==> config.mk <==
export PLATFORM = sky130hd
export DESIGN_NAME = ip_lease_pool_manager_core
export DESIGN_NICKNAME = d
export VERILOG_FILES = /design/src/lpm_pkg.sv /design/src/lpm_ram.sv /design/src/ip_lease_pool_manager_core.sv
export SDC_FILE = /design/constraint.sdc
export NUM_CORES = 2
export LEC_CHECK = 0
export BUFFER_PORTS_ARGS = -buffer_cell sky130_fd_sc_hd__buf_2
export CAP_MARGIN = 20
export CORE_MARGIN = 5
export CORE_UTILIZATION = 40
export CTS_BUF_LIST = sky130_fd_sc_hd__clkbuf_8
export DETAILED_ROUTE_END_ITERATION = 10
export SLEW_MARGIN = 10
export SYNTH_ARGS = -nofsm -noshare
export SYNTH_HDL_FRONTEND = slang
export SYNTH_SLANG_ARGS = --single-unit
==> constraint.sdc <==
create_clock -name clk -period 18.85 [get_ports clk]
set_input_delay 2.8275 -clock clk [delete_from_list [all_inputs] [get_ports clk]]
set_output_delay 2.8275 -clock clk [all_outputs]
set_load 0.01 [all_outputs]
==> src/lpm_pkg.sv <==
package lpm_pkg;

  typedef enum logic [2:0] {
    ST_IDLE,
    ST_MATCH,
    ST_DISC,
    ST_TICK,
    ST_RESP
  } state_t;

  // request kinds carried on s_axis_tuser
  localparam logic [2:0] REQ_DISCOVER = 3'd0;
  localparam logic [2:0] REQ_REQUEST  = 3'd1;
  localparam logic [2:0] REQ_RENEW    = 3'd2;
  localparam logic [2:0] REQ_RELEASE  = 3'd3;
  localparam logic [2:0] REQ_TICK     = 3'd4;

  // reply status carried on m_axis_tuser
  localparam logic [3:0] STS_OFFER        = 4'd0;
  localparam logic [3:0] STS_ACK_NEW      = 4'd1;
  localparam logic [3:0] STS_ACK_RENEW    = 4'd2;
  localparam logic [3:0] STS_NONE_FREE    = 4'd3;
  localparam logic [3:0] STS_OUT_OF_RANGE = 4'd4;
  localparam logic [3:0] STS_ALREADY      = 4'd5;
  localparam logic [3:0] STS_RELEASED     = 4'd6;
  localparam logic [3:0] STS_RELEASE_MISS = 4'd7;
  localparam logic [3:0] STS_RENEW_MISS   = 4'd8;
  localparam logic [3:0] STS_TICK_DONE    = 4'd9;

  // configuration register indexes
  localparam logic [1:0] CFG_RANGE_START = 2'd0;
  localparam logic [1:0] CFG_POOL_SIZE   = 2'd1;
  localparam logic [1:0] CFG_LEASE_LEN   = 2'd2;

  localparam logic [31:0] RESET_RANGE_START = 32'd3222339587;
  localparam logic [4:0]  RESET_POOL_SIZE   = 5'd10;
  localparam logic [15:0] RESET_LEASE_LEN   = 16'd20;

  // one lease slot in the slot memory
  typedef struct packed {
    logic [47:0] hw_addr;
    logic [31:0] expiry;
  } entry_t;

endpackage

==> src/lpm_ram.sv <==
module lpm_ram #(
  parameter int WIDTH = 80,
  parameter int DEPTH = 16,
  localparam int AW = (DEPTH > 1) ? $clog2(DEPTH) : 1
) (
  input  logic             clk,
  input  logic             we,
  input  logic [AW-1:0]    waddr,
  input  logic [WIDTH-1:0] wdata,
  input  logic [AW-1:0]    raddr,
  output logic [WIDTH-1:0] rdata
);

  logic [WIDTH-1:0] mem [DEPTH];

  always_ff @(posedge clk) begin
    if (we) begin
      mem[waddr] <= wdata;
    end
    rdata <= mem[raddr];
  end

endmodule

==> src/ip_lease_pool_manager_core.sv <==
// channel   dir  width  contents
// s_axis    in   112    tdata: ip_addr, client_hw_addr, transaction_id; tuser: req_type
// m_axis    out  72     tdata: assigned_ip, echo_transaction_id, expired_count; tuser: status
// cfg       in   32     cfg_addr: range_start, pool_size, lease length
//
// one request at a time; request goes straight to the reply, renew and release
// first read the slot memory, but not when the address lies past the last slot,
// discover walks the valid bits one slot a cycle, tick sweeps the slot memory
// one entry a cycle and compares each entry in the cycle after its read.
// a finished reply sits in the output register while the next request is taken;
// while that register is still held, the next reply waits and input stays stalled.
// reset clears all lease valid bits and the seconds counter and loads the reset configuration at once.
module ip_lease_pool_manager_core #(
  parameter int POOL_MAX = 16
) (
  input  logic          clk,
  input  logic          rst,
  input  logic          s_axis_tvalid,
  output logic          s_axis_tready,
  input  logic [111:0]  s_axis_tdata,   // ip_addr, client_hw_addr, transaction_id
  input  logic [2:0]    s_axis_tuser,   // req_type
  output logic          m_axis_tvalid,
  input  logic          m_axis_tready,
  output logic [71:0]   m_axis_tdata,   // assigned_ip, echo_transaction_id, expired_count
  output logic [3:0]    m_axis_tuser,   // status
  input  logic          cfg_we,
  input  logic [1:0]    cfg_addr,
  input  logic [31:0]   cfg_data
);

  localparam int IDX_W = (POOL_MAX > 1) ? $clog2(POOL_MAX) : 1;
  localparam int CNT_W = $clog2(POOL_MAX + 1);
  localparam logic [31:0] POOL_MAX_W = 32'(POOL_MAX);

  lpm_pkg::state_t state, state_next;

  logic [31:0] range_start;
  logic [4:0]  pool_size;
  logic [15:0] lease_len;
  logic [31:0] now;
  logic [POOL_MAX-1:0] valid;

  logic [2:0]       req;
  logic [31:0]      ip;
  logic [47:0]      hw;
  logic [31:0]      xid;
  logic [IDX_W-1:0] slot;
  logic [CNT_W-1:0] cnt;
  logic             pend;
  logic [IDX_W-1:0] pend_idx;
  logic [CNT_W-1:0] exp_cnt;
  logic [3:0]       res_status;
  logic [31:0]      res_ip;

  logic [31:0]      eff_size;
  logic [31:0]      in_ip;
  logic [47:0]      in_hw;
  logic [31:0]      in_xid;
  logic [31:0]      in_off;
  logic [IDX_W-1:0] in_idx;
  logic             s_hs;
  logic             out_free;
  logic [32:0]      exp_sum;
  logic [31:0]      expiry_new;
  logic             hit;
  logic             cnt_done;
  logic [IDX_W-1:0] cnt_idx;

  logic             ram_we;
  logic [IDX_W-1:0] ram_waddr;
  lpm_pkg::entry_t  ram_wdata;
  logic [IDX_W-1:0] ram_raddr;
  lpm_pkg::entry_t  ram_rdata;

  assign eff_size = (32'(pool_size) < POOL_MAX_W) ? 32'(pool_size) : POOL_MAX_W;
  assign in_ip    = s_axis_tdata[31:0];
  assign in_hw    = s_axis_tdata[79:32];
  assign in_xid   = s_axis_tdata[111:80];
  assign in_off   = in_ip - range_start;
  assign in_idx   = in_off[IDX_W-1:0];
  assign s_axis_tready = (state == lpm_pkg::ST_IDLE);
  assign s_hs     = s_axis_tvalid && s_axis_tready;
  assign out_free = !m_axis_tvalid || m_axis_tready;
  // lease end saturates at the top of the counter
  assign exp_sum    = {1'b0, now} + 33'(lease_len);
  assign expiry_new = exp_sum[32] ? 32'hFFFF_FFFF : exp_sum[31:0];
  assign hit      = valid[slot] && (ram_rdata.hw_addr == hw);
  assign cnt_done = (32'(cnt) >= POOL_MAX_W);
  assign cnt_idx  = cnt[IDX_W-1:0];

  lpm_ram #(
    .WIDTH ($bits(lpm_pkg::entry_t)),
    .DEPTH (POOL_MAX)
  ) u_slot_ram (
    .clk   (clk),
    .we    (ram_we),
    .waddr (ram_waddr),
    .wdata (ram_wdata),
    .raddr (ram_raddr),
    .rdata (ram_rdata)
  );

  always_ff @(posedge clk) begin
    if (rst) begin
      state <= lpm_pkg::ST_IDLE;
    end else begin
      state <= state_next;
    end
  end

  always_comb begin
    state_next = state;
    ram_we     = 1'b0;
    ram_waddr  = in_idx;
    ram_wdata  = '{hw_addr: in_hw, expiry: expiry_new};
    ram_raddr  = in_idx;
    case (state)
      lpm_pkg::ST_IDLE: begin
        if (s_hs) begin
          case (s_axis_tuser)
            lpm_pkg::REQ_DISCOVER: state_next = lpm_pkg::ST_DISC;
            lpm_pkg::REQ_REQUEST: begin
              state_next = lpm_pkg::ST_RESP;
              if (in_off < eff_size && !valid[in_idx]) begin
                ram_we = 1'b1;
              end
            end
            lpm_pkg::REQ_RENEW, lpm_pkg::REQ_RELEASE: begin
              state_next = (in_off < POOL_MAX_W) ? lpm_pkg::ST_MATCH : lpm_pkg::ST_RESP;
            end
            lpm_pkg::REQ_TICK: state_next = lpm_pkg::ST_TICK;
            default: state_next = lpm_pkg::ST_IDLE;
          endcase
        end
      end
      lpm_pkg::ST_MATCH: begin
        ram_waddr = slot;
        ram_wdata = '{hw_addr: hw, expiry: expiry_new};
        if (req == lpm_pkg::REQ_RENEW && hit) begin
          ram_we = 1'b1;
        end
        state_next = lpm_pkg::ST_RESP;
      end
      lpm_pkg::ST_DISC: begin
        if (32'(cnt) >= eff_size || !valid[cnt_idx]) begin
          state_next = lpm_pkg::ST_RESP;
        end
      end
      lpm_pkg::ST_TICK: begin
        ram_raddr = cnt_idx;
        if (cnt_done && !pend) begin
          state_next = lpm_pkg::ST_RESP;
        end
      end
      lpm_pkg::ST_RESP: begin
        if (out_free) begin
          state_next = lpm_pkg::ST_IDLE;
        end
      end
      default: state_next = lpm_pkg::ST_IDLE;
    endcase
  end

  always_ff @(posedge clk) begin
    if (rst) begin
      range_start   <= lpm_pkg::RESET_RANGE_START;
      pool_size     <= lpm_pkg::RESET_POOL_SIZE;
      lease_len     <= lpm_pkg::RESET_LEASE_LEN;
      now           <= '0;
      valid         <= '0;
      pend          <= 1'b0;
      m_axis_tvalid <= 1'b0;
    end else begin
      if (cfg_we) begin
        case (cfg_addr)
          lpm_pkg::CFG_RANGE_START: range_start <= cfg_data;
          lpm_pkg::CFG_POOL_SIZE:   pool_size   <= cfg_data[4:0];
          lpm_pkg::CFG_LEASE_LEN:   lease_len   <= cfg_data[15:0];
          default: ;
        endcase
      end

      if (state == lpm_pkg::ST_RESP && out_free) begin
        m_axis_tvalid <= 1'b1;
      end else if (m_axis_tready) begin
        m_axis_tvalid <= 1'b0;
      end

      case (state)
        lpm_pkg::ST_IDLE: begin
          if (s_hs) begin
            req     <= s_axis_tuser;
            ip      <= in_ip;
            hw      <= in_hw;
            xid     <= in_xid;
            slot    <= in_idx;
            cnt     <= '0;
            pend    <= 1'b0;
            exp_cnt <= '0;
            res_ip  <= '0;
            case (s_axis_tuser)
              lpm_pkg::REQ_DISCOVER: res_status <= lpm_pkg::STS_NONE_FREE;
              lpm_pkg::REQ_REQUEST: begin
                if (in_off >= eff_size) begin
                  res_status <= lpm_pkg::STS_OUT_OF_RANGE;
                end else if (valid[in_idx]) begin
                  res_status <= lpm_pkg::STS_ALREADY;
                end else begin
                  res_status    <= lpm_pkg::STS_ACK_NEW;
                  res_ip        <= in_ip;
                  valid[in_idx] <= 1'b1;
                end
              end
              lpm_pkg::REQ_RENEW:   res_status <= lpm_pkg::STS_RENEW_MISS;
              lpm_pkg::REQ_RELEASE: res_status <= lpm_pkg::STS_RELEASE_MISS;
              lpm_pkg::REQ_TICK: begin
                res_status <= lpm_pkg::STS_TICK_DONE;
                if (now != 32'hFFFF_FFFF) begin
                  now <= now + 32'd1;
                end
              end
              default: ;
            endcase
          end
        end
        lpm_pkg::ST_MATCH: begin
          if (hit) begin
            if (req == lpm_pkg::REQ_RENEW) begin
              res_status <= lpm_pkg::STS_ACK_RENEW;
              res_ip     <= ip;
            end else begin
              res_status  <= lpm_pkg::STS_RELEASED;
              valid[slot] <= 1'b0;
            end
          end
        end
        lpm_pkg::ST_DISC: begin
          if (32'(cnt) < eff_size) begin
            if (!valid[cnt_idx]) begin
              res_status <= lpm_pkg::STS_OFFER;
              res_ip     <= range_start + 32'(cnt);
            end else begin
              cnt <= cnt + CNT_W'(1);
            end
          end
        end
        lpm_pkg::ST_TICK: begin
          // read slot cnt now, compare the slot read last cycle
          if (!cnt_done) begin
            pend     <= 1'b1;
            pend_idx <= cnt_idx;
            cnt      <= cnt + CNT_W'(1);
          end else begin
            pend <= 1'b0;
          end
          if (pend && valid[pend_idx] && (now > ram_rdata.expiry)) begin
            valid[pend_idx] <= 1'b0;
            exp_cnt         <= exp_cnt + CNT_W'(1);
          end
        end
        lpm_pkg::ST_RESP: begin
          if (out_free) begin
            m_axis_tuser  <= res_status;
            m_axis_tdata  <= {3'b000, 5'(exp_cnt), xid, res_ip};
          end
        end
        default: ;
      endcase
    end
  end

endmodule

==> flow_summary_export.csv <==
group,metric,value,unit
power,p_leak,0.02711,uW
sta,slew_viol_final,0,
floorplanning,die_y,427.0,um
worst_setup_path,timing.rr.end,"u_slot_ram.rdata[9]$_DFF_P_",
synth,synth_edf_count,1522,
cells_and_area,fin_nets,4786,
clocking,cts_buffers,292,
sta,timing.fmax,0.1364,GHz
flow_run,max-cap-violations,0,
synth,synthCells,4120,
power,seqPwrFrac,0.523,
clocking,hold_buffers,0,
sta,fin_crit_sh,0.3890,
clocking,cts_resized,0,
power,peakVddDrop,0.00007396,V
floorplanning,rows,153,
power,clkPwrFrac,0.377,
route,ant_nets,0,
synth,synth_area,69570,um2
worst_setup_path,r2r_cells,11,
hold_path,worst_hold_startpoint,"xid[10]$_DFFE_PP_",
worst_setup_path,worstPathArrival,7.89,ns
hold_path,hp-class,"reg -> reg",
cells_and_area,area_growth,13.69,%
worst_setup_path,worstPathRequired,19.40,ns
worst_setup_path,crit_type,"in -> reg",
grt,grt-ovfl-total,0,
power,sw_frac_of_total,0.2433,
sta,relSlewSlack,0.2109,
synth,synthDistinctLibCells,95,
worst_setup_path,crit_path_start_kind,"primary input",
floorplanning,die_width,427.0,um
clocking,cts_tree,"built",
synth,yosys_warnings,0,
grt,grtUsageTotal,0.1872,
hold_path,hold_path_depth,0,
cells_and_area,final_util,0.4560,
clocking,insertion_delay,1.00,ns
floorplanning,io_pins,232,
synth,ys_ff_latch,1708,
grt,grt_max_degree,143,
route,drcViolationCount,0,
sta,rsz0062_at_grt,"false",
run_status,status,"finished, final reports clean",
placed_design,portBuffers,228,
power,p_int,6145,uW
synth,synth_ff_type,"edfxtp_1",
grt,grt_pass1_vias,39090,
worst_setup_path,end_kind,"register",
sta,hold_viol_final,0,
synth,synth_area_per_cell,16.89,um2
route,drt_iter0_markers,3555,
sta,setup_viol,0,
route,vias,38630,
power,powerDensity,102.7,nW/um2
cells_and_area,layout_common_cells,"edfxtp_1, nand2_1, mux4_2",
synth,async_reset_ff_frac,0,
placed_design,dp_hpwl,102500,um
clocking,root_buffer,"clkbuf_8",
worst_setup_path,rrSetupSlack,12.42,ns
clocking,cts_buffer_depth,4,
sta,layout_min_cycle_time,7.332,ns
route,wl,172200,um
cells_and_area,layout_commonest_cell,"edfxtp_1",
floorplanning,core_area,173400,um2
placed_design,place.gp.congestion,0.8581,
sta,skew,0.08532,ns
route,drt_pass1_iterations,6,
sta,max_slew.worst_pin.slew,1.184,ns
cells_and_area,drive_gt1_frac,0.2271,
hold_path,whs_endpoint,"m_axis_tdata[42]$_DFFE_PP_",
power,p_total,8120,uW
synth,seq_area_frac_synth,0.7105,
grt,antenna_found_initial,10,
worst_setup_path,r2r-start,"state[0]$_SDFFE_PP0P_",
power,p_sw,1976,uW
power,combPwrFrac,0.101,
worst_setup_path,crit_path_max_fanout,56,
clocking,h-tree-depth,5,
grt,grt_pass1_wl,256100,um
sta,setup-tns-final,0,ns
route,wl_per_cell,24.34,um
floorplanning,die_area,182400,um2
route,vias_per_cell,5.459,
clocking,clkTransAtPathRegs,0.05,ns
clocking,post_cts_buffers,0,
floorplanning,initial_core_util,0.4011,
clocking,clkSinkCount,1708,
worst max path at each step:
stage | slack [ns] | end | from
finish | 11.52 | u_slot_ram.mem[5][40]$_DFFE_PP_ | s_axis_tdata[0]
global route | 11.07 | u_slot_ram.rdata[10]$_DFF_P_ | s_axis_tdata[0]
CTS | 11.49 | u_slot_ram.rdata[10]$_DFF_P_ | s_axis_tdata[0]
detailed placement | 10.39 | u_slot_ram.rdata[71]$_DFF_P_ | s_axis_tdata[0]
global placement | 10.38 | u_slot_ram.rdata[15]$_DFF_P_ | s_axis_tdata[0]
floorplan | 4.78 | u_slot_ram.mem[6][0]$_DFFE_PP_ | s_axis_tdata[0]
flip-flops by register name (all words and copies together), names as in the netlist:
| register | flops |
|---|---|
| xid | 32 |
| pend | 1 |
| u_slot_ram.rdata | 80 |
| m_axis_tdata | 69 |
| res_ip | 32 |
| cnt | 5 |
| now | 32 |
| lease_len | 16 |
| pool_size | 5 |
| res_status | 4 |
| range_start | 32 |
| m_axis_tvalid | 1 |
| m_axis_tuser | 4 |
| valid | 16 |
| u_slot_ram.mem | 1280 |
| req | 3 |
| exp_cnt | 5 |
| pend_idx | 4 |
| state | 3 |
| hw | 48 |
| slot | 4 |
| ip | 32 |
cell type report:
cell class / count / area (um2)
Fill cell: 15080 / 94350
Sequential cell: 1708 / 49430
Multi-Input combinational cell: 2115 / 19100
Clock buffer: 328 / 4514
Tap cell: 2325 / 2909
Timing Repair Buffer: 322 / 1989
Clock inverter: 177 / 783.3
Inverter: 93 / 349.1
Antenna cell: 8 / 20.02
power groups by stage:
stage | Combinational, uW | Sequential [uW] | Clock (uW)
5_1_grt | 891 | 4250 | 3330
4_1_cts | 830 | 4240 | 3150
2_1_floorplan | 565 | 4300 | 0
3_3_place_gp | 819 | 4320 | 0
6_report | 817 | 4240 | 3060
3_5_place_dp | 827 | 4320 | 0
layer usage:
| metal | vias to the layer above | global-route usage | wire, um |
|---|---|---|---|
| li1 | 17060 | - | - |
| met1 | 19820 | 0.2656 | 75860 |
| met2 | 1423 | 0.2948 | 79710 |
| met3 | 312 | 0.03893 | 12640 |
| met4 | 6 | 0.05247 | 3977 |
| met5 | - | 0 | 37 |
Yosys cell counts (5+ instances only):
cell type,instances,share of area
or2_2,5,0.00045
a211oi_1,84,0.0091
xnor2_1,108,0.014
nand2b_1,27,0.0024
buf_2,59,0.0042
o21ai_0,42,0.0030
nor2_1,145,0.0078
dfxtp_1,186,0.054
o21a_1,19,0.0021
nand2_1,383,0.021
a22oi_1,35,0.0038
nand3_1,46,0.0033
or3_1,8,0.00072
and4_1,6,0.00076
o22ai_1,5,0.00045
inv_1,92,0.0050
a21oi_1,204,0.015
nor4_1,27,0.0024
xor2_1,42,0.0053
ha_1,97,0.017
and3_1,13,0.0012
nor3_1,45,0.0032
nor2b_1,99,0.0089
nor3b_1,6,0.00065
buf_1,15,0.00081
a21o_1,28,0.0030
a31oi_1,11,0.00099
o211ai_1,14,0.0015
nand4_1,77,0.0069
o41ai_1,7,0.00088
mux2i_1,86,0.012
edfxtp_1,1522,0.66
o21ai_1,9,0.00065
mux4_2,340,0.11
clkbuf_1,125,0.0067
logic make-up after synthesis:
logic type | count (synthesis) | synth area share
other cells | 1 | 0.00005390
compound gates | 524 | 0.04948
fa+ha+maj | 100 | 0.01831
flops | 1708 | 0.7105
xor+xnor | 150 | 0.01888
mux | 427 | 0.1226
simple gates | 911 | 0.06244
buf+inv | 299 | 0.01773
metrics by stage:
step | instance area, um2 | cells | hold WS (ns) | worst slack [ns]
2_1_floorplan | 69580 | 4122 | 0.4003 | 4.781
3_3_place_gp | 73570 | 6552 | 0.4001 | 10.38
3_5_place_dp | 73700 | 6558 | 0.4045 | 10.39
4_1_cts | 79000 | 7063 | 0.4039 | 11.49
5_1_grt | 79090 | 7073 | 0.4210 | 11.07
6_report | 79090 | 7076 | 0.3986 | 11.52
worst max-delay path, cell delays in order:
cell      delay (ns)
buf_2           0.10
inv_1           0.05
ha_1            0.21
fa_1            0.88
inv_1           0.20
ha_1            0.35
nor2b_1         0.13
o21a_1          0.16
o21a_1          0.16
o21ai_0         0.15
nand2b_1        0.11
nor4_1          0.46
a32oi_4         0.06
buf_4           0.28
nor4_2          0.31
buf_4           0.42
buf_4           0.90
No activity file was read; power rests on OpenSTA's default activity.
